`src/hdl/u8d_pkg.sv`:
```
package u8d_pkg;

  localparam int unsigned CP_W         = 21;
  localparam int unsigned MAX_RES      = 3;
  localparam int unsigned QUEUE_DEPTH_DEF = 2;

  localparam logic [CP_W-1:0] SUBST_CP = 21'h0025A1;

  typedef struct packed {
    logic [CP_W-1:0] cp;
    logic            rep;
  } result_t;

  // one accepted byte worth of results, oldest in slot 0
  typedef struct packed {
    logic [1:0]                  cnt;
    result_t [MAX_RES-1:0]       res;
    logic                        last;
  } job_t;

  typedef struct packed {
    logic valid;
    job_t job;
  } push_t;

  // followers a lead byte takes, 0 if it is no lead
  function automatic logic [1:0] lead_len(input logic [7:0] c);
    logic [1:0] n;
    n = 2'd0;
    if (c[7:5] == 3'b110) n = 2'd1;
    else if (c[7:4] == 4'b1110) n = 2'd2;
    else if (c[7:3] == 5'b11110) n = 2'd3;
    return n;
  endfunction

  function automatic logic is_cont(input logic [7:0] c);
    return c[7:6] == 2'b10;
  endfunction

  function automatic result_t subst();
    result_t r;
    r.cp  = SUBST_CP;
    r.rep = 1'b1;
    return r;
  endfunction

  // a lone byte on its own: ascii passes through, anything else is the substitute
  function automatic result_t single(input logic [7:0] c);
    result_t r;
    if (!c[7]) begin
      r.cp  = {{(CP_W-8){1'b0}}, c};
      r.rep = 1'b0;
    end else begin
      r = subst();
    end
    return r;
  endfunction

  // lead plus n followers; the last follower is always fl
  function automatic result_t assemble(input logic [7:0] lead, input logic [7:0] f0,
                                       input logic [7:0] f1, input logic [7:0] fl,
                                       input logic [1:0] n);
    result_t r;
    logic    ok;
    r.rep = 1'b0;
    unique case (n)
      2'd1: begin
        ok   = is_cont(fl);
        r.cp = {10'd0, lead[4:0], fl[5:0]};
      end
      2'd2: begin
        ok   = is_cont(f0) && is_cont(fl);
        r.cp = {5'd0, lead[3:0], f0[5:0], fl[5:0]};
      end
      default: begin
        ok   = is_cont(f0) && is_cont(f1) && is_cont(fl);
        r.cp = {lead[2:0], f0[5:0], f1[5:0], fl[5:0]};
      end
    endcase
    if (!ok) r = subst();
    return r;
  endfunction

endpackage

```
`src/hdl/u8d_front.sv`:
```
module u8d_front (
  input  logic            clk,
  input  logic            rst_n,
  input  logic            accept,
  input  logic [7:0]      data_byte,
  input  logic            end_of_text,
  output u8d_pkg::push_t  push
);
  import u8d_pkg::*;

  logic [7:0] lead_r, lead_nxt;
  logic [7:0] f0_r, f0_nxt;
  logic [7:0] f1_r, f1_nxt;
  logic [1:0] needed_r, needed_nxt;
  logic [1:0] held_r, held_nxt;
  logic [1:0] n;
  logic [1:0] h;
  job_t       job;

  always_comb begin
    lead_nxt   = lead_r;
    f0_nxt     = f0_r;
    f1_nxt     = f1_r;
    needed_nxt = needed_r;
    held_nxt   = held_r;
    n          = lead_len(data_byte);
    h          = held_r + 2'd1;
    job        = '0;
    job.last   = end_of_text;

    if (needed_r == 2'd0) begin
      if (!data_byte[7]) begin
        job.cnt    = 2'd1;
        job.res[0] = single(data_byte);
      end else if (n != 2'd0 && !end_of_text) begin
        lead_nxt   = data_byte;
        needed_nxt = n;
        held_nxt   = 2'd0;
      end else begin
        job.cnt    = 2'd1;
        job.res[0] = subst();
      end
    end else begin
      if (held_r == 2'd0) f0_nxt = data_byte;
      if (held_r == 2'd1) f1_nxt = data_byte;
      if (h >= needed_r) begin
        job.cnt    = 2'd1;
        job.res[0] = assemble(lead_r, f0_r, f1_r, data_byte, needed_r);
        needed_nxt = 2'd0;
        held_nxt   = 2'd0;
      end else if (end_of_text) begin
        // open lead is bad, then re-decode what was held
        job.res[0] = subst();
        if (h == 2'd1) begin
          job.cnt    = 2'd2;
          job.res[1] = single(data_byte);
        end else if (!f0_r[7]) begin
          job.cnt    = 2'd3;
          job.res[1] = single(f0_r);
          job.res[2] = single(data_byte);
        end else if (lead_len(f0_r) == 2'd1) begin
          job.cnt    = 2'd2;
          job.res[1] = assemble(f0_r, f0_r, f0_r, data_byte, 2'd1);
        end else begin
          job.cnt    = 2'd3;
          job.res[1] = subst();
          job.res[2] = single(data_byte);
        end
      end else begin
        held_nxt = h;
      end
    end

    if (end_of_text) begin
      needed_nxt = 2'd0;
      held_nxt   = 2'd0;
    end
  end

  assign push.valid = accept && (job.cnt != 2'd0);
  assign push.job   = job;

  always_ff @(posedge clk) begin
    if (!rst_n) begin
      lead_r   <= '0;
      needed_r <= '0;
      held_r   <= '0;
    end else if (accept) begin
      lead_r   <= lead_nxt;
      needed_r <= needed_nxt;
      held_r   <= held_nxt;
    end
  end

  always_ff @(posedge clk) begin
    if (accept) begin
      f0_r <= f0_nxt;
      f1_r <= f1_nxt;
    end
  end

endmodule

```
`src/hdl/u8d_queue.sv`:
```
module u8d_queue #(
  parameter int unsigned DEPTH = u8d_pkg::QUEUE_DEPTH_DEF
) (
  input  logic           clk,
  input  logic           rst_n,
  input  u8d_pkg::push_t push,
  input  logic           pop,
  output logic           full,
  output logic           head_valid,
  output u8d_pkg::job_t  head
);
  import u8d_pkg::*;

  localparam int unsigned PW = (DEPTH > 1) ? $clog2(DEPTH) : 1;
  localparam int unsigned CW = $clog2(DEPTH + 1);
  localparam logic [PW-1:0] LAST_PTR = PW'(DEPTH - 1);
  localparam logic [CW-1:0] FULL_CNT = CW'(DEPTH);

  job_t          slot_r [DEPTH];
  logic [PW-1:0] wr_r, wr_nxt;
  logic [PW-1:0] rd_r, rd_nxt;
  logic [CW-1:0] cnt_r, cnt_nxt;
  logic          do_push, do_pop;

  assign full       = (cnt_r == FULL_CNT);
  assign head_valid = (cnt_r != '0);
  assign head       = slot_r[rd_r];
  assign do_push    = push.valid && !full;
  assign do_pop     = pop && head_valid;

  always_comb begin
    wr_nxt  = wr_r;
    rd_nxt  = rd_r;
    cnt_nxt = cnt_r;
    if (do_push) wr_nxt = (wr_r == LAST_PTR) ? '0 : wr_r + PW'(1);
    if (do_pop)  rd_nxt = (rd_r == LAST_PTR) ? '0 : rd_r + PW'(1);
    if (do_push && !do_pop) cnt_nxt = cnt_r + CW'(1);
    else if (do_pop && !do_push) cnt_nxt = cnt_r - CW'(1);
  end

  always_ff @(posedge clk) begin
    if (!rst_n) begin
      wr_r  <= '0;
      rd_r  <= '0;
      cnt_r <= '0;
    end else begin
      wr_r  <= wr_nxt;
      rd_r  <= rd_nxt;
      cnt_r <= cnt_nxt;
    end
  end

  always_ff @(posedge clk) begin
    if (do_push) slot_r[wr_r] <= push.job;
  end

endmodule

```
`src/hdl/u8d_back.sv`:
```
module u8d_back (
  input  logic                          clk,
  input  logic                          rst_n,
  input  logic                          head_valid,
  input  u8d_pkg::job_t                 head,
  output logic                          pop,
  output logic                          out_valid,
  input  logic                          out_ready,
  output logic [u8d_pkg::CP_W-1:0]      out_code_point,
  output logic                          out_is_replacement,
  output logic                          out_last_of_text
);
  import u8d_pkg::*;

  logic [1:0] idx_r, idx_nxt;
  logic       final_res;
  result_t    cur;

  assign cur       = head.res[idx_r];
  assign final_res = (idx_r == head.cnt - 2'd1);

  assign out_valid          = head_valid;
  assign out_code_point     = cur.cp;
  assign out_is_replacement = cur.rep;
  assign out_last_of_text   = head.last && final_res;
  assign pop                = out_valid && out_ready && final_res;

  always_comb begin
    idx_nxt = idx_r;
    if (out_valid && out_ready) idx_nxt = final_res ? 2'd0 : idx_r + 2'd1;
  end

  always_ff @(posedge clk) begin
    if (!rst_n) idx_r <= '0;
    else idx_r <= idx_nxt;
  end

endmodule

```
`src/hdl/utf8_codepoint_decoder.sv`:
```
// channel  | ports                                        | direction
// ---------+----------------------------------------------+----------
// input    | in_valid, in_ready, in_data_byte,            | in
//          | in_end_of_text                               |
// result   | out_valid, out_ready, out_code_point,        | out
//          | out_is_replacement, out_last_of_text         |
//
// one byte word accepted per cycle while the job queue has room
// a byte yields 0 to 3 result words, sent one per cycle from the queue head while out_ready is high
// byte to first result: combinational front decode, then the queue register
// synchronous active-low reset empties the queue and closes any open sequence
// a stalled result side backs up into the queue, then drops in_ready
module utf8_codepoint_decoder #(
  parameter int unsigned QUEUE_DEPTH = u8d_pkg::QUEUE_DEPTH_DEF
) (
  input  logic                     clk,
  input  logic                     rst_n,
  input  logic                     in_valid,
  output logic                     in_ready,
  input  logic [7:0]               in_data_byte,
  input  logic                     in_end_of_text,
  output logic                     out_valid,
  input  logic                     out_ready,
  output logic [u8d_pkg::CP_W-1:0] out_code_point,
  output logic                     out_is_replacement,
  output logic                     out_last_of_text
);
  import u8d_pkg::*;

  push_t push;
  job_t  head;
  logic  full;
  logic  head_valid;
  logic  pop;
  logic  accept;

  // front takes a word whenever the queue has a free slot
  assign in_ready = !full;
  assign accept   = in_valid && in_ready;

  // front: sequence state and per-byte result list
  u8d_front u_front (
    .clk        (clk),
    .rst_n      (rst_n),
    .accept     (accept),
    .data_byte  (in_data_byte),
    .end_of_text(in_end_of_text),
    .push       (push)
  );

  // short job queue decoupling both sides
  u8d_queue #(
    .DEPTH(QUEUE_DEPTH)
  ) u_queue (
    .clk       (clk),
    .rst_n     (rst_n),
    .push      (push),
    .pop       (pop),
    .full      (full),
    .head_valid(head_valid),
    .head      (head)
  );

  // back: walks the results of the head job
  u8d_back u_back (
    .clk               (clk),
    .rst_n             (rst_n),
    .head_valid        (head_valid),
    .head              (head),
    .pop               (pop),
    .out_valid         (out_valid),
    .out_ready         (out_ready),
    .out_code_point    (out_code_point),
    .out_is_replacement(out_is_replacement),
    .out_last_of_text  (out_last_of_text)
  );

endmodule

```
`config.mk`:
```
export PLATFORM = sky130hd
export DESIGN_NAME = utf8_codepoint_decoder
export DESIGN_NICKNAME = d
export VERILOG_FILES = /design/src/hdl/u8d_pkg.sv /design/src/hdl/u8d_front.sv /design/src/hdl/u8d_queue.sv /design/src/hdl/u8d_back.sv /design/src/hdl/utf8_codepoint_decoder.sv
export SDC_FILE = /design/constraint.sdc
export NUM_CORES = 1
export LEC_CHECK = 0
export BUFFER_PORTS_ARGS = -buffer_cell sky130_fd_sc_hd__buf_2
export CORE_MARGIN = 2
export CORE_UTILIZATION = 40
export CTS_CLUSTER_SIZE = 25
export DETAILED_ROUTE_END_ITERATION = 10
export GPL_ROUTABILITY_DRIVEN = 0
export GPL_TIMING_DRIVEN = 1
export HOLD_SLACK_MARGIN = 0.15
export PLACE_DENSITY_LB_ADDON = 0.08
export SKIP_LAST_GASP = 1
export SLEW_MARGIN = 20
export SYNTH_ARGS = -nofsm -noshare
export SYNTH_HDL_FRONTEND = slang
export SYNTH_HIERARCHICAL = 1
export SYNTH_SLANG_ARGS = --single-unit
```
`constraint.sdc`:
```
create_clock -name clk -period 9.9 [get_ports clk]
set_clock_uncertainty 0.15 [all_clocks]
set_input_delay 0.99 -clock clk [delete_from_list [all_inputs] [get_ports clk]]
set_output_delay 0.99 -clock clk [all_outputs]
set_load 0.01 [all_outputs]
```
==> results of run 1 <==
## routing by layer
layer / wire length, um / GRT usage (%)
met1: 7790 / 22.9
met3: 815 / 4.07
met2: 7800 / 26.0
met5: 0 / 0
met4: 196 / 4.80
## kinds of logic (layout without fill, tap and decap cells)
logic type	count (synthesis)	after routing	share of synthesized area (%)
compound gates	99	99	8.04
simple gates	130	130	8.96
other cells	1	19	0.0475
buf+inv	69	88	5.27
xor+xnor	4	4	0.443
mux	92	92	13.2
fa+ha+maj	9	9	1.43
flops	170	170	62.6
## cell type report
class | count | area [um2]
clock inverters | 13 | 129
well taps | 265 | 332
fillers | 1763 | 10700
multi-input cells | 353 | 2620
clock buffers | 19 | 433
flip-flops and latches | 170 | 4950
inverters | 15 | 56.3
repair buffers | 41 | 215
## power by group
| group | switching [mW] | internal [mW] | leakage, nW |
|---|---|---|---|
| Combinational | 0.245 | 0.186 | 1.11 |
| Clock | 0.268 | 0.369 | 0.273 |
| Sequential | 0.0461 | 0.938 | 1.58 |
| Total | 0.560 | 1.49 | 2.96 |
## worst max-delay path by stage
stage	end	slack (ns)
after CTS	out_last_of_text	6.07
after floorplan	u_queue/slot_r[0][0]$_DFFE_PP_	4.86
after global placement	u_queue/slot_r[1][68]$_DFFE_PP_	6.09
after global routing	out_last_of_text	5.98
after detailed placement	u_queue/slot_r[1][0]$_DFFE_PP_	6.05
final	out_last_of_text	6.19
## sequential cells by signal, summed over array words and instances (netlist names), named ones only
signal,count
u_front/held_r,2
u_front/f1_r,8
u_queue/cnt_r,2
u_queue/rd_r,1
u_queue/wr_r,1
u_front/needed_r,2
u_back/idx_r,2
u_front/f0_r,8
u_queue/slot_r,138
u_front/lead_r,5
## per-stage QoR
step | worst slack [ns] | instances | power [mW]
3_3_place_gp | 6.09 | 844 | 1.44
2_1_floorplan | 4.86 | 592 | 1.31
6_report | 6.19 | 876 | 2.05
3_5_place_dp | 6.05 | 844 | 1.44
5_1_grt | 5.98 | 876 | 2.16
4_1_cts | 6.07 | 876 | 2.08
## cells in the final DEF (no fill, tap or decap), types with 4 or more instances in the layout
cell type	instances
sky130_fd_sc_hd__nor3b_1	4
sky130_fd_sc_hd__o21ai_1	5
sky130_fd_sc_hd__ha_1	9
sky130_fd_sc_hd__edfxtp_1	154
sky130_fd_sc_hd__nor2_1	21
sky130_fd_sc_hd__mux2_2	59
sky130_fd_sc_hd__a21oi_1	17
sky130_fd_sc_hd__conb_1	19
sky130_fd_sc_hd__mux2i_1	23
sky130_fd_sc_hd__a211oi_1	6
sky130_fd_sc_hd__clkbuf_16	17
sky130_fd_sc_hd__and2_1	7
sky130_fd_sc_hd__nor2b_1	4
sky130_fd_sc_hd__buf_4	4
sky130_fd_sc_hd__o21a_1	6
sky130_fd_sc_hd__buf_2	37
sky130_fd_sc_hd__clkinv_4	4
sky130_fd_sc_hd__nand2b_1	10
sky130_fd_sc_hd__a21boi_0	4
sky130_fd_sc_hd__a22oi_1	9
sky130_fd_sc_hd__nand3_1	15
sky130_fd_sc_hd__mux2_4	10
sky130_fd_sc_hd__o21ai_0	31
sky130_fd_sc_hd__inv_1	14
sky130_fd_sc_hd__nor3_1	9
sky130_fd_sc_hd__and3_1	4
sky130_fd_sc_hd__dfxtp_1	14
sky130_fd_sc_hd__nand2_1	36
## worst max-delay path, stage by stage (launching register included)
cell and delay, ns:
sky130_fd_sc_hd__dfxtp_4 0.98, sky130_fd_sc_hd__mux2_2 0.46, sky130_fd_sc_hd__xnor2_1 0.15, sky130_fd_sc_hd__nor3b_1 0.26, sky130_fd_sc_hd__o21a_1 0.16, sky130_fd_sc_hd__buf_2 0.12
==> impl_summary.log, run 1 <==
INFO  metric tns = 0 ns
INFO  metric clkSlewWorstSetupHoldPaths = 0.07 ns
INFO  metric drtAntennaViolNets = 0
INFO  metric synth_largest_area_cell = sky130_fd_sc_hd__edfxtp_1
INFO  metric cells_on_worst_reg2reg_path = 7
INFO  metric regToRegSetupSlack = 6.39 ns
INFO  metric endpoint_of_the_worst_slack_reg_to_reg_timing_path = u_queue/slot_r[1][15]$_DFFE_PP_
INFO  metric htree_num_levels = 4
INFO  metric remaining_drc_errors = 0
INFO  metric grt_pass1_wl = 25.3 mm
INFO  metric setup_violations = 0
INFO  metric grt.total_usage = 16.6%
INFO  metric fp.dieArea = 20,900 um2
INFO  metric setup.worst_path.start_class = register
INFO  metric final.period_utilization = 37.5%
INFO  metric cts_root_buffer = sky130_fd_sc_hd__clkbuf_16
INFO  metric share_of_layout_cells_above_drive_strength_1 = 25.4%
INFO  metric hpwl_detailed = 10.4 mm
INFO  metric cts_tree = done
INFO  metric design.portCount = 38
INFO  metric clock_sinks = 170
INFO  metric yosysUniqueCellTypes = 58
INFO  metric asyncSetResetFlopFracSynth = 0%
INFO  metric grt-ovfl-total = 0
INFO  metric initial_util = 40.7%
INFO  metric synth_top_cells_by_area = sky130_fd_sc_hd__edfxtp_1 59%, sky130_fd_sc_hd__mux2_2 8.4%, sky130_fd_sc_hd__dfxtp_1 4.1%, sky130_fd_sc_hd__mux2i_1 2.9%, sky130_fd_sc_hd__buf_4 2.8%
INFO  metric power.density_cell_area = 235 nW/um2
INFO  metric report.final.slew_viol_count = 0
INFO  metric port-buffer-count = 37
INFO  metric synthMostInstantiatedCell = sky130_fd_sc_hd__edfxtp_1
INFO  metric critPathKind = reg -> out
INFO  metric cts_buffers = 17
INFO  metric grt_antenna_before_repair = 0
INFO  metric timing.hold.ws = 0.335 ns
INFO  metric synth_warnings = 6
INFO  metric synth_flop_cell = sky130_fd_sc_hd__edfxtp_1
INFO  metric irDropWorstVdd = 0.125 mV
INFO  metric tritonroute_pass_1_iters = 5
INFO  metric worst_tran_pin_value = 1.07 ns
INFO  metric holdPathStages = 2
INFO  metric synth_sequential_area_ratio = 62.6%
INFO  metric cp-end-kind = primary output
INFO  metric layout_nets = 620
INFO  metric final_cell_area = 8730 um2
INFO  metric synth_area = 7900 um2
INFO  metric wl = 16.6 mm
INFO  metric max-slew-margin-rel = 28.4%
INFO  metric maximum_count_of_clock_buffers_along_a_single_path = 2
INFO  metric max_freq = 269 MHz
INFO  metric ys_top_cells_by_count = 154 x sky130_fd_sc_hd__edfxtp_1, 59 x sky130_fd_sc_hd__mux2_2, 36 x sky130_fd_sc_hd__nand2_1
INFO  metric design.core.area = 19,400 um2
INFO  metric grt_setup_unrepaired = false
INFO  metric critical_path.max_fanout = 69
INFO  metric post_cts_resize_count = 0
INFO  metric dpl_cell_area = 8170 um2
INFO  metric cts_setup_buffers = 0
INFO  metric final-hold-violation-count = 0
INFO  metric number_of_hold_buffers_added_after_cts = 0
INFO  metric outcome = finished, final reports clean
INFO  metric synth_top_cell_area_share = 58.5%
INFO  metric dieWidth = 145 um
INFO  metric post_synth.cell_area_avg = 13.8 um2
INFO  metric grt_max_degree = 71
INFO  metric hold_path.startpoint = u_front/held_r[1]$_SDFFE_PN0P_
INFO  metric synth_edf_count = 154
INFO  metric final_period_minus_worst_setup_slack = 3.71 ns
INFO  metric cp.arrival = 2.57 ns
INFO  metric floorplan.rows = 51
INFO  metric cap_violations = 0
INFO  metric route.detailed.wl_per_inst = 18.9 um
INFO  metric dr_total_vias = 4,490
INFO  metric area.growth.synth_to_final = 10.5%
INFO  metric critical_path_required = 8.76 ns
INFO  metric detail_route.iter0.violations = 330
INFO  metric clk_latency = 0.43 ns
INFO  metric timing.rr.start = u_front/held_r[0]$_SDFFE_PN0P_
INFO  metric worstHoldPathType = reg -> reg
INFO  metric vias_in_the_first_global_route = 4,404
INFO  metric cellLeakagePower = 2.96 nW
INFO  metric hold_end = u_front/held_r[1]$_SDFFE_PN0P_
INFO  metric postLayoutCoreUtil = 45.0%
INFO  metric ys_ff_latch = 170
INFO  metric num_antenna_cells = 0
INFO  metric vias_per_cell = 5.13
INFO  metric die_h = 145 um
INFO  metric number_of_cells_produced_by_synthesis = 574
Note: power is estimated with default switching activity, not from simulation.
==> run 2, diff against run 1 <==
clock period = 3.62 ns   (was 9.9 ns; I/O delays follow)
==> run 2 against run 1 <==
Against the previous run:
- die area unchanged
- combinational power increased to 2.9 times the previous value
- routed wire length is 1.3% higher
- critical path depth unchanged
- via count is 2.2% higher
- core utilization grew 1.0 points
- clock power rose to 2.9 times the previous value
- sequential power grew to 2.7 times the previous value
- largest cell class unchanged
==> impl_summary.log, run 2 (synthesis results as in run 1) <==
INFO  metric cts_tree = done
INFO  metric worst_tran_pin_value = 0.922 ns (-0.144 ns)
INFO  metric final_period_minus_worst_setup_slack = 3.11 ns
INFO  metric cts_root_buffer = sky130_fd_sc_hd__clkbuf_16
INFO  metric number_of_hold_buffers_added_after_cts = 8 (+8)
INFO  metric wl = 16.8 mm (+1.3%)
INFO  metric clkSlewWorstSetupHoldPaths = 0.07 ns (about the same)
INFO  metric outcome = finished, final reports clean
INFO  metric critPathKind = reg -> out
INFO  metric swShare = 27.4% (+0.16 points)
INFO  metric mostFrequentLayoutCells = 154 x sky130_fd_sc_hd__edfxtp_1, 59 x sky130_fd_sc_hd__mux2_2, 37 x sky130_fd_sc_hd__buf_2
INFO  metric final.period_utilization = 86.0%
INFO  metric grt_setup_unrepaired = false
INFO  metric dieWidth = 145 um (unchanged)
INFO  metric regToRegSetupSlack = 0.54 ns (-5.85 ns)
INFO  metric power_report.internal_total = 4.19 mW (+180%)
INFO  metric drtAntennaViolNets = 0 (unchanged)
INFO  metric die_h = 145 um (unchanged)
INFO  metric dr_total_vias = 4,591 (+2.2%)
INFO  metric power.density_cell_area = 647 nW/um2 (+180%)
INFO  metric htree_num_levels = 4 (unchanged)
INFO  metric worstHoldPathType = in -> reg
INFO  metric grt_antenna_before_repair = 0 (unchanged)
INFO  metric max-slew-margin-rel = 38.0% (+9.7 points)
INFO  metric clock_sinks = 170 (unchanged)
INFO  metric report.final.slew_viol_count = 0 (unchanged)
INFO  metric cellLeakagePower = 3.03 nW (+2.6%)
INFO  metric top_register = u_queue/slot_r
INFO  metric placedCellCount = 847 (+0.36%)
INFO  metric ff_latch_area = 4950 um2 (unchanged)
INFO  metric final-hold-violation-count = 0 (unchanged)
INFO  metric netSwitchingPower = 1.58 mW (+180%)
INFO  metric detail_route.iter0.violations = 450 (+36%)
INFO  metric share_of_layout_cells_above_drive_strength_1 = 26.5% (+1.2 points)
INFO  metric fillers = 1,784 (+1.2%)
INFO  metric fp.dieArea = 20,900 um2 (unchanged)
INFO  metric maximum_count_of_clock_buffers_along_a_single_path = 2 (unchanged)
INFO  metric critPathCapture = out_code_point[9]
INFO  metric reg.largest.list = u_queue/slot_r x138, u_front/f0_r x8, u_front/f1_r x8
INFO  metric post_cts_resize_count = 0 (unchanged)
INFO  metric route.detailed.wl_per_inst = 19.0 um (about the same)
INFO  metric grt_pass1_wl = 26.3 mm (+3.6%)
INFO  metric layout_nets = 631 (+1.8%)
INFO  metric largest_reg_flops = 138 (unchanged)
INFO  metric cp-end-kind = primary output
INFO  metric grt_max_degree = 61 (-14%)
INFO  metric hpwl_detailed = 11.0 mm (+6.0%)
INFO  metric cp.arrival = 2.60 ns (+0.03 ns)
INFO  metric finish.cell_count_without_fillers = 887 (+1.3%)
INFO  metric power_frac_seq = 46.1% (-1.9 points)
INFO  metric cells_on_worst_reg2reg_path = 7 (unchanged)
INFO  metric initial_util = 40.7% (unchanged)
INFO  metric vias_in_the_first_global_route = 4,564 (+3.6%)
INFO  metric design.portCount = 38 (unchanged)
INFO  metric setup_violations = 0 (unchanged)
INFO  metric design.core.area = 19,400 um2 (unchanged)
INFO  metric port-buffer-count = 37 (unchanged)
INFO  metric area.growth.synth_to_final = 13.0%
INFO  metric max_freq = 321 MHz
INFO  metric clk_latency = 0.42 ns (about the same)
INFO  metric power.combinational.fraction = 21.6% (+0.6 points)
INFO  metric critical_path_required = 3.11 ns (-5.65 ns)
INFO  metric vias_per_cell = 5.18 (+0.98%)
INFO  metric grt-ovfl-total = 0 (unchanged)
INFO  metric setup.worst_path.start_class = register
INFO  metric floorplan.rows = 51 (unchanged)
INFO  metric grt.total_usage = 17.1% (+0.56 points)
INFO  metric timing.rr.start = u_front/needed_r[1]$_SDFFE_PN0P_
INFO  metric final_common_cell = sky130_fd_sc_hd__edfxtp_1
INFO  metric clockPowerShare = 32.2% (+1.2 points)
INFO  metric endpoint_of_the_worst_slack_reg_to_reg_timing_path = u_queue/slot_r[1][50]$_DFFE_PP_
INFO  metric tritonroute_pass_1_iters = 5 (unchanged)
INFO  metric critical_path.max_fanout = 53 (-23%)
INFO  metric irDropWorstVdd = 0.342 mV (+170%)
INFO  metric cts_setup_buffers = 0 (unchanged)
INFO  metric cts_buffers = 17 (unchanged)
INFO  metric multi_input_area = 2650 um2 (+1.3%)
INFO  metric tns = 0 ns (unchanged)
INFO  metric num_antenna_cells = 0 (unchanged)
INFO  metric remaining_drc_errors = 0 (unchanged)
INFO  metric cap_violations = 0 (unchanged)
==> run 2: power by group through the flow <==
stage          Combinational, mW  Clock [mW]  Sequential [mW]
2_1_floorplan              0.909           0             2.68
3_3_place_gp                1.26           0             2.69
3_5_place_dp                1.27           0             2.71
4_1_cts                     1.28        1.90             2.67
5_1_grt                     1.39        1.98             2.70
6_report                    1.25        1.86             2.67
==> run 2: routing by layer <==
metal  share of wire, %  wire length, um  vias up  GRT usage, %
li1                   -                -     2180             -
met1                 47             7960     2288          23.7
met2                 47             7990      107          27.1
met3                4.1              686       16          3.84
met4                1.1              182        0          5.01
met5                  0                0        -             0
==> run 2: per-stage QoR <==
step | util, % | worst slack [ns] | power [mW] | cell area, um2 | hold slack [ns]
5_1_grt | 46.0 | 0.351 | 6.06 | 8930 | 0.183
4_1_cts | 46.0 | 0.454 | 5.85 | 8930 | 0.164
3_3_place_gp | 42.5 | 0.607 | 3.95 | 8250 | 0.303
6_report | 46.0 | 0.506 | 5.78 | 8930 | 0.180
2_1_floorplan | - | 0.0201 | 3.59 | 8010 | 0.286
3_5_place_dp | 42.5 | 0.546 | 3.98 | 8250 | 0.314
==> run 2: final cells by class <==
| type | count | share of cell area, % |
|---|---|---|
| well taps | 265 | 3.71 |
| flip-flops and latches | 170 | 55.4 |
| clock buffers | 18 | 4.81 |
| inverters | 15 | 0.631 |
| repair buffers | 52 | 3.84 |
| clock inverters | 14 | 1.91 |
| multi-input cells | 353 | 29.7 |
==> run 2: worst min-delay path by stage <==
stage / from / to / slack (ns) / cells past startpoint
floorplan: u_front/lead_r[4]$_SDFFE_PN0P_ / u_front/lead_r[4]$_SDFFE_PN0P_ / 0.29 / 2
global placement: u_front/lead_r[4]$_SDFFE_PN0P_ / u_front/lead_r[4]$_SDFFE_PN0P_ / 0.30 / 2
detailed placement: u_front/lead_r[4]$_SDFFE_PN0P_ / u_front/lead_r[4]$_SDFFE_PN0P_ / 0.31 / 2
CTS: out_ready / u_back/idx_r[1]$_SDFFE_PN0P_ / 0.16 / 4
global route: in_data_byte[7] / u_front/f1_r[7]$_DFFE_PP_ / 0.18 / 1
finish: out_ready / u_back/idx_r[1]$_SDFFE_PN0P_ / 0.18 / 3
==> run 2: critical path, stage by stage (launching register included) <==
cell and delay [ns]:
sky130_fd_sc_hd__dfxtp_4 0.51, sky130_fd_sc_hd__buf_4 0.67, sky130_fd_sc_hd__mux2_2 0.41, sky130_fd_sc_hd__mux2i_1 0.21
sky130_fd_sc_hd__o21ai_0 0.16, sky130_fd_sc_hd__buf_2 0.17
==> run 3, diff against run 2 <==
--- a/config.mk
+++ b/config.mk
@@ -8,3 +8,3 @@
 export BUFFER_PORTS_ARGS = -buffer_cell sky130_fd_sc_hd__buf_2
-export CORE_MARGIN = 2
+export CORE_ASPECT_RATIO = 0.8
 export CORE_UTILIZATION = 40
--- a/constraint.sdc
+++ b/constraint.sdc
@@ -4,2 +4,2 @@
 set_output_delay 0.362 -clock clk [all_outputs]
-set_load 0.01 [all_outputs]
+set_load 0.005 [all_outputs]
==> run 3 against run 2 <==
Against the previous run:
- routed wire length decreased by 0.24%
- maximum frequency rose by 0.87%
- die area decreased by 2.7%
- final cell count decreased by 0.45%
- clock power grew 4%
- global-route usage grew 0.47 points
- sequential power barely moved
- register-to-register slack gained 0.11 ns
- critical path depth unchanged
- critical endpoint is now out_code_point[4]
- largest cell class unchanged
- largest power group unchanged
==> impl_summary.log, run 3 (synthesis results as in run 1) <==
INFO  metric floorplan.rows = 45 (-12%)
INFO  metric route.detailed.wl_per_inst = 19.0 um (+0.21%)
INFO  metric grt_max_degree = 52 (-15%)
INFO  metric layout_nets = 634 (+0.48%)
INFO  metric vias_per_cell = 5.18 (about the same)
INFO  metric dieWidth = 159 um (+10%)
INFO  metric cts_setup_buffers = 0 (unchanged)
INFO  metric reg.largest.list = u_queue/slot_r x138, u_front/f0_r x8, u_front/f1_r x8
INFO  metric drtAntennaViolNets = 0 (unchanged)
INFO  metric power.density_cell_area = 648 nW/um2 (+0.13%)
INFO  metric critical_path_required = 3.11 ns (about the same)
INFO  metric cellLeakagePower = 3.07 nW (+1.3%)
INFO  metric number_of_hold_buffers_added_after_cts = 9 (+1)
INFO  metric power.combinational.fraction = 21.3% (-0.3 points)
INFO  metric placedCellCount = 842 (-0.59%)
INFO  metric cts_buffers = 17 (unchanged)
INFO  metric max_freq = 324 MHz (+0.87%)
INFO  metric design.portCount = 38 (unchanged)
INFO  metric max-slew-margin-rel = 36.0% (-2.0 points)
INFO  metric clkSlewWorstSetupHoldPaths = 0.07 ns (about the same)
INFO  metric die_h = 128 um (-12%)
INFO  metric post-place-ws = 0.699 ns (+0.153 ns)
INFO  metric critPathKind = reg -> out
INFO  metric wl_met2 = 7.64 mm (-4.4%)
INFO  metric setup.worst_path.start_class = register
INFO  metric cap_violations = 0 (unchanged)
INFO  metric post_cts_resize_count = 0 (unchanged)
INFO  metric wl = 16.8 mm (-0.24%)
INFO  metric power = 5.82 mW (+0.79%)
INFO  metric postLayoutCoreUtil = 47.0% (+0.92 points)
INFO  metric design.core.area = 19,100 um2 (-1.3%)
INFO  metric cts_root_buffer = sky130_fd_sc_hd__clkbuf_16
INFO  metric vias_in_the_first_global_route = 4,541 (-0.50%)
INFO  metric port-buffer-count = 37 (unchanged)
INFO  metric timing.rr.start = u_front/needed_r[1]$_SDFFE_PN0P_
INFO  metric tritonroute_pass_1_iters = 5 (unchanged)
INFO  metric grt_pass1_wl = 26.2 mm (-0.13%)
INFO  metric cp.arrival = 2.58 ns (-0.02 ns)
INFO  metric irDropWorstVdd = 0.307 mV (-10%)
INFO  metric maxUsedRoutingLayer = met4
INFO  metric final_common_cell = sky130_fd_sc_hd__edfxtp_1
INFO  metric final-hold-violation-count = 0 (unchanged)
INFO  metric num_antenna_cells = 0 (unchanged)
INFO  metric final.setup.worst_slack = 0.533 ns (+0.0269 ns)
INFO  metric cp-end-kind = primary output
INFO  metric met1_length = 8.11 mm (+1.8%)
INFO  metric top_register = u_queue/slot_r
INFO  metric maximum_count_of_clock_buffers_along_a_single_path = 2 (unchanged)
INFO  metric hold_path.startpoint = in_data_byte[7]
INFO  metric clock_sinks = 170 (unchanged)
INFO  metric power_report.internal_total = 4.30 mW (+2.6%)
INFO  metric cts_tree = done
INFO  metric swShare = 26.1% (-1.3 points)
INFO  metric report.final.slew_viol_count = 0 (unchanged)
INFO  metric grt_setup_unrepaired = false
INFO  metric area.growth.synth_to_final = 13.8%
INFO  metric grt_antenna_before_repair = 0 (unchanged)
INFO  metric met3_length = 775 um (+13%)
INFO  metric power_frac_seq = 45.7% (-0.4 points)
INFO  metric remaining_drc_errors = 0 (unchanged)
INFO  metric clk_latency = 0.42 ns (about the same)
INFO  metric worstHoldPathType = in -> reg
INFO  metric initial_util = 41.3% (+0.54 points)
INFO  metric outcome = finished, final reports clean
INFO  metric largest_reg_flops = 138 (unchanged)
INFO  metric grt.total_usage = 17.6% (+0.47 points)
INFO  metric netSwitchingPower = 1.52 mW (-4.0%)
INFO  metric finish.cell_count_without_fillers = 883 (-0.45%)
INFO  metric critical_path.max_fanout = 51 (-3.8%)
INFO  metric dr_total_vias = 4,570 (-0.46%)
INFO  metric final_period_minus_worst_setup_slack = 3.09 ns (-0.0269 ns)
INFO  metric hpwl_detailed = 10.9 mm (-1.2%)
INFO  metric tns = 0 ns (unchanged)
INFO  metric setup_violations = 0 (unchanged)
INFO  metric fillers = 1,719 (-3.6%)
INFO  metric share_of_layout_cells_above_drive_strength_1 = 26.9% (+0.35 points)
INFO  metric grt-ovfl-total = 0 (unchanged)
INFO  metric mostFrequentLayoutCells = 154 x sky130_fd_sc_hd__edfxtp_1, 59 x sky130_fd_sc_hd__mux2_2, 37 x sky130_fd_sc_hd__buf_2
INFO  metric worst_tran_pin_value = 0.951 ns (+0.0294 ns)
INFO  metric htree_num_levels = 4 (unchanged)
INFO  metric final.period_utilization = 85.3% (-0.74 points)
INFO  metric clockPowerShare = 33.1% (+0.9 points)
INFO  metric fp.dieArea = 20,300 um2 (-2.7%)
INFO  metric detail_route.iter0.violations = 304 (-32%)
## run 3: power groups by stage
stage               sequential, mW  combinational (mW)  clock [mW]
floorplan                     2.68               0.857           0
CTS                           2.66                1.26        1.97
detailed placement            2.70                1.25           0
global route                  2.69                1.37        2.05
global placement              2.68                1.24           0
finish                        2.66                1.24        1.93
## run 3: critical path, cell delays in order, from the launching register on
cell,delay (ns)
sky130_fd_sc_hd__dfxtp_4,0.53
sky130_fd_sc_hd__buf_4,0.68
sky130_fd_sc_hd__mux2_2,0.42
sky130_fd_sc_hd__mux2i_1,0.17
sky130_fd_sc_hd__o21ai_0,0.13
sky130_fd_sc_hd__buf_2,0.16
## run 3: cell type report
class,instances,area (um2),share of cell area [%]
multi-input cells,353,2650,29.5
repair buffers,55,380,4.23
clock inverters,14,191,2.13
clock buffers,18,439,4.89
well taps,258,323,3.59
flip-flops and latches,170,4950,55.1
inverters,15,56.3,0.626
## run 3: routing by layer
metal,GRT usage (%),vias to the layer above
li1,-,2186
met2,27.5,103
met4,6.39,0
met5,0,-
met3,4.50,21
met1,23.9,2260
## run 3: path summary, 6_finish.rpt
check / cells after the start / slack (ns) / end
max reg2reg: 10 / 0.65 / u_queue/cnt_r[1]$_SDFFE_PN0P_
min: 1 / 0.20 / u_front/f1_r[7]$_DFFE_PP_
max: 5 / 0.53 / out_code_point[4]
min reg2reg: 2 / 0.32 / u_front/lead_r[4]$_SDFFE_PN0P_
## run 3: metrics by stage
step / cell area [um2] / hold WS, ns
floorplan: 8010 / 0.286
detailed placement: 8270 / 0.310
CTS: 8990 / 0.175
global route: 8990 / 0.188
finish: 8990 / 0.197
global placement: 8270 / 0.309
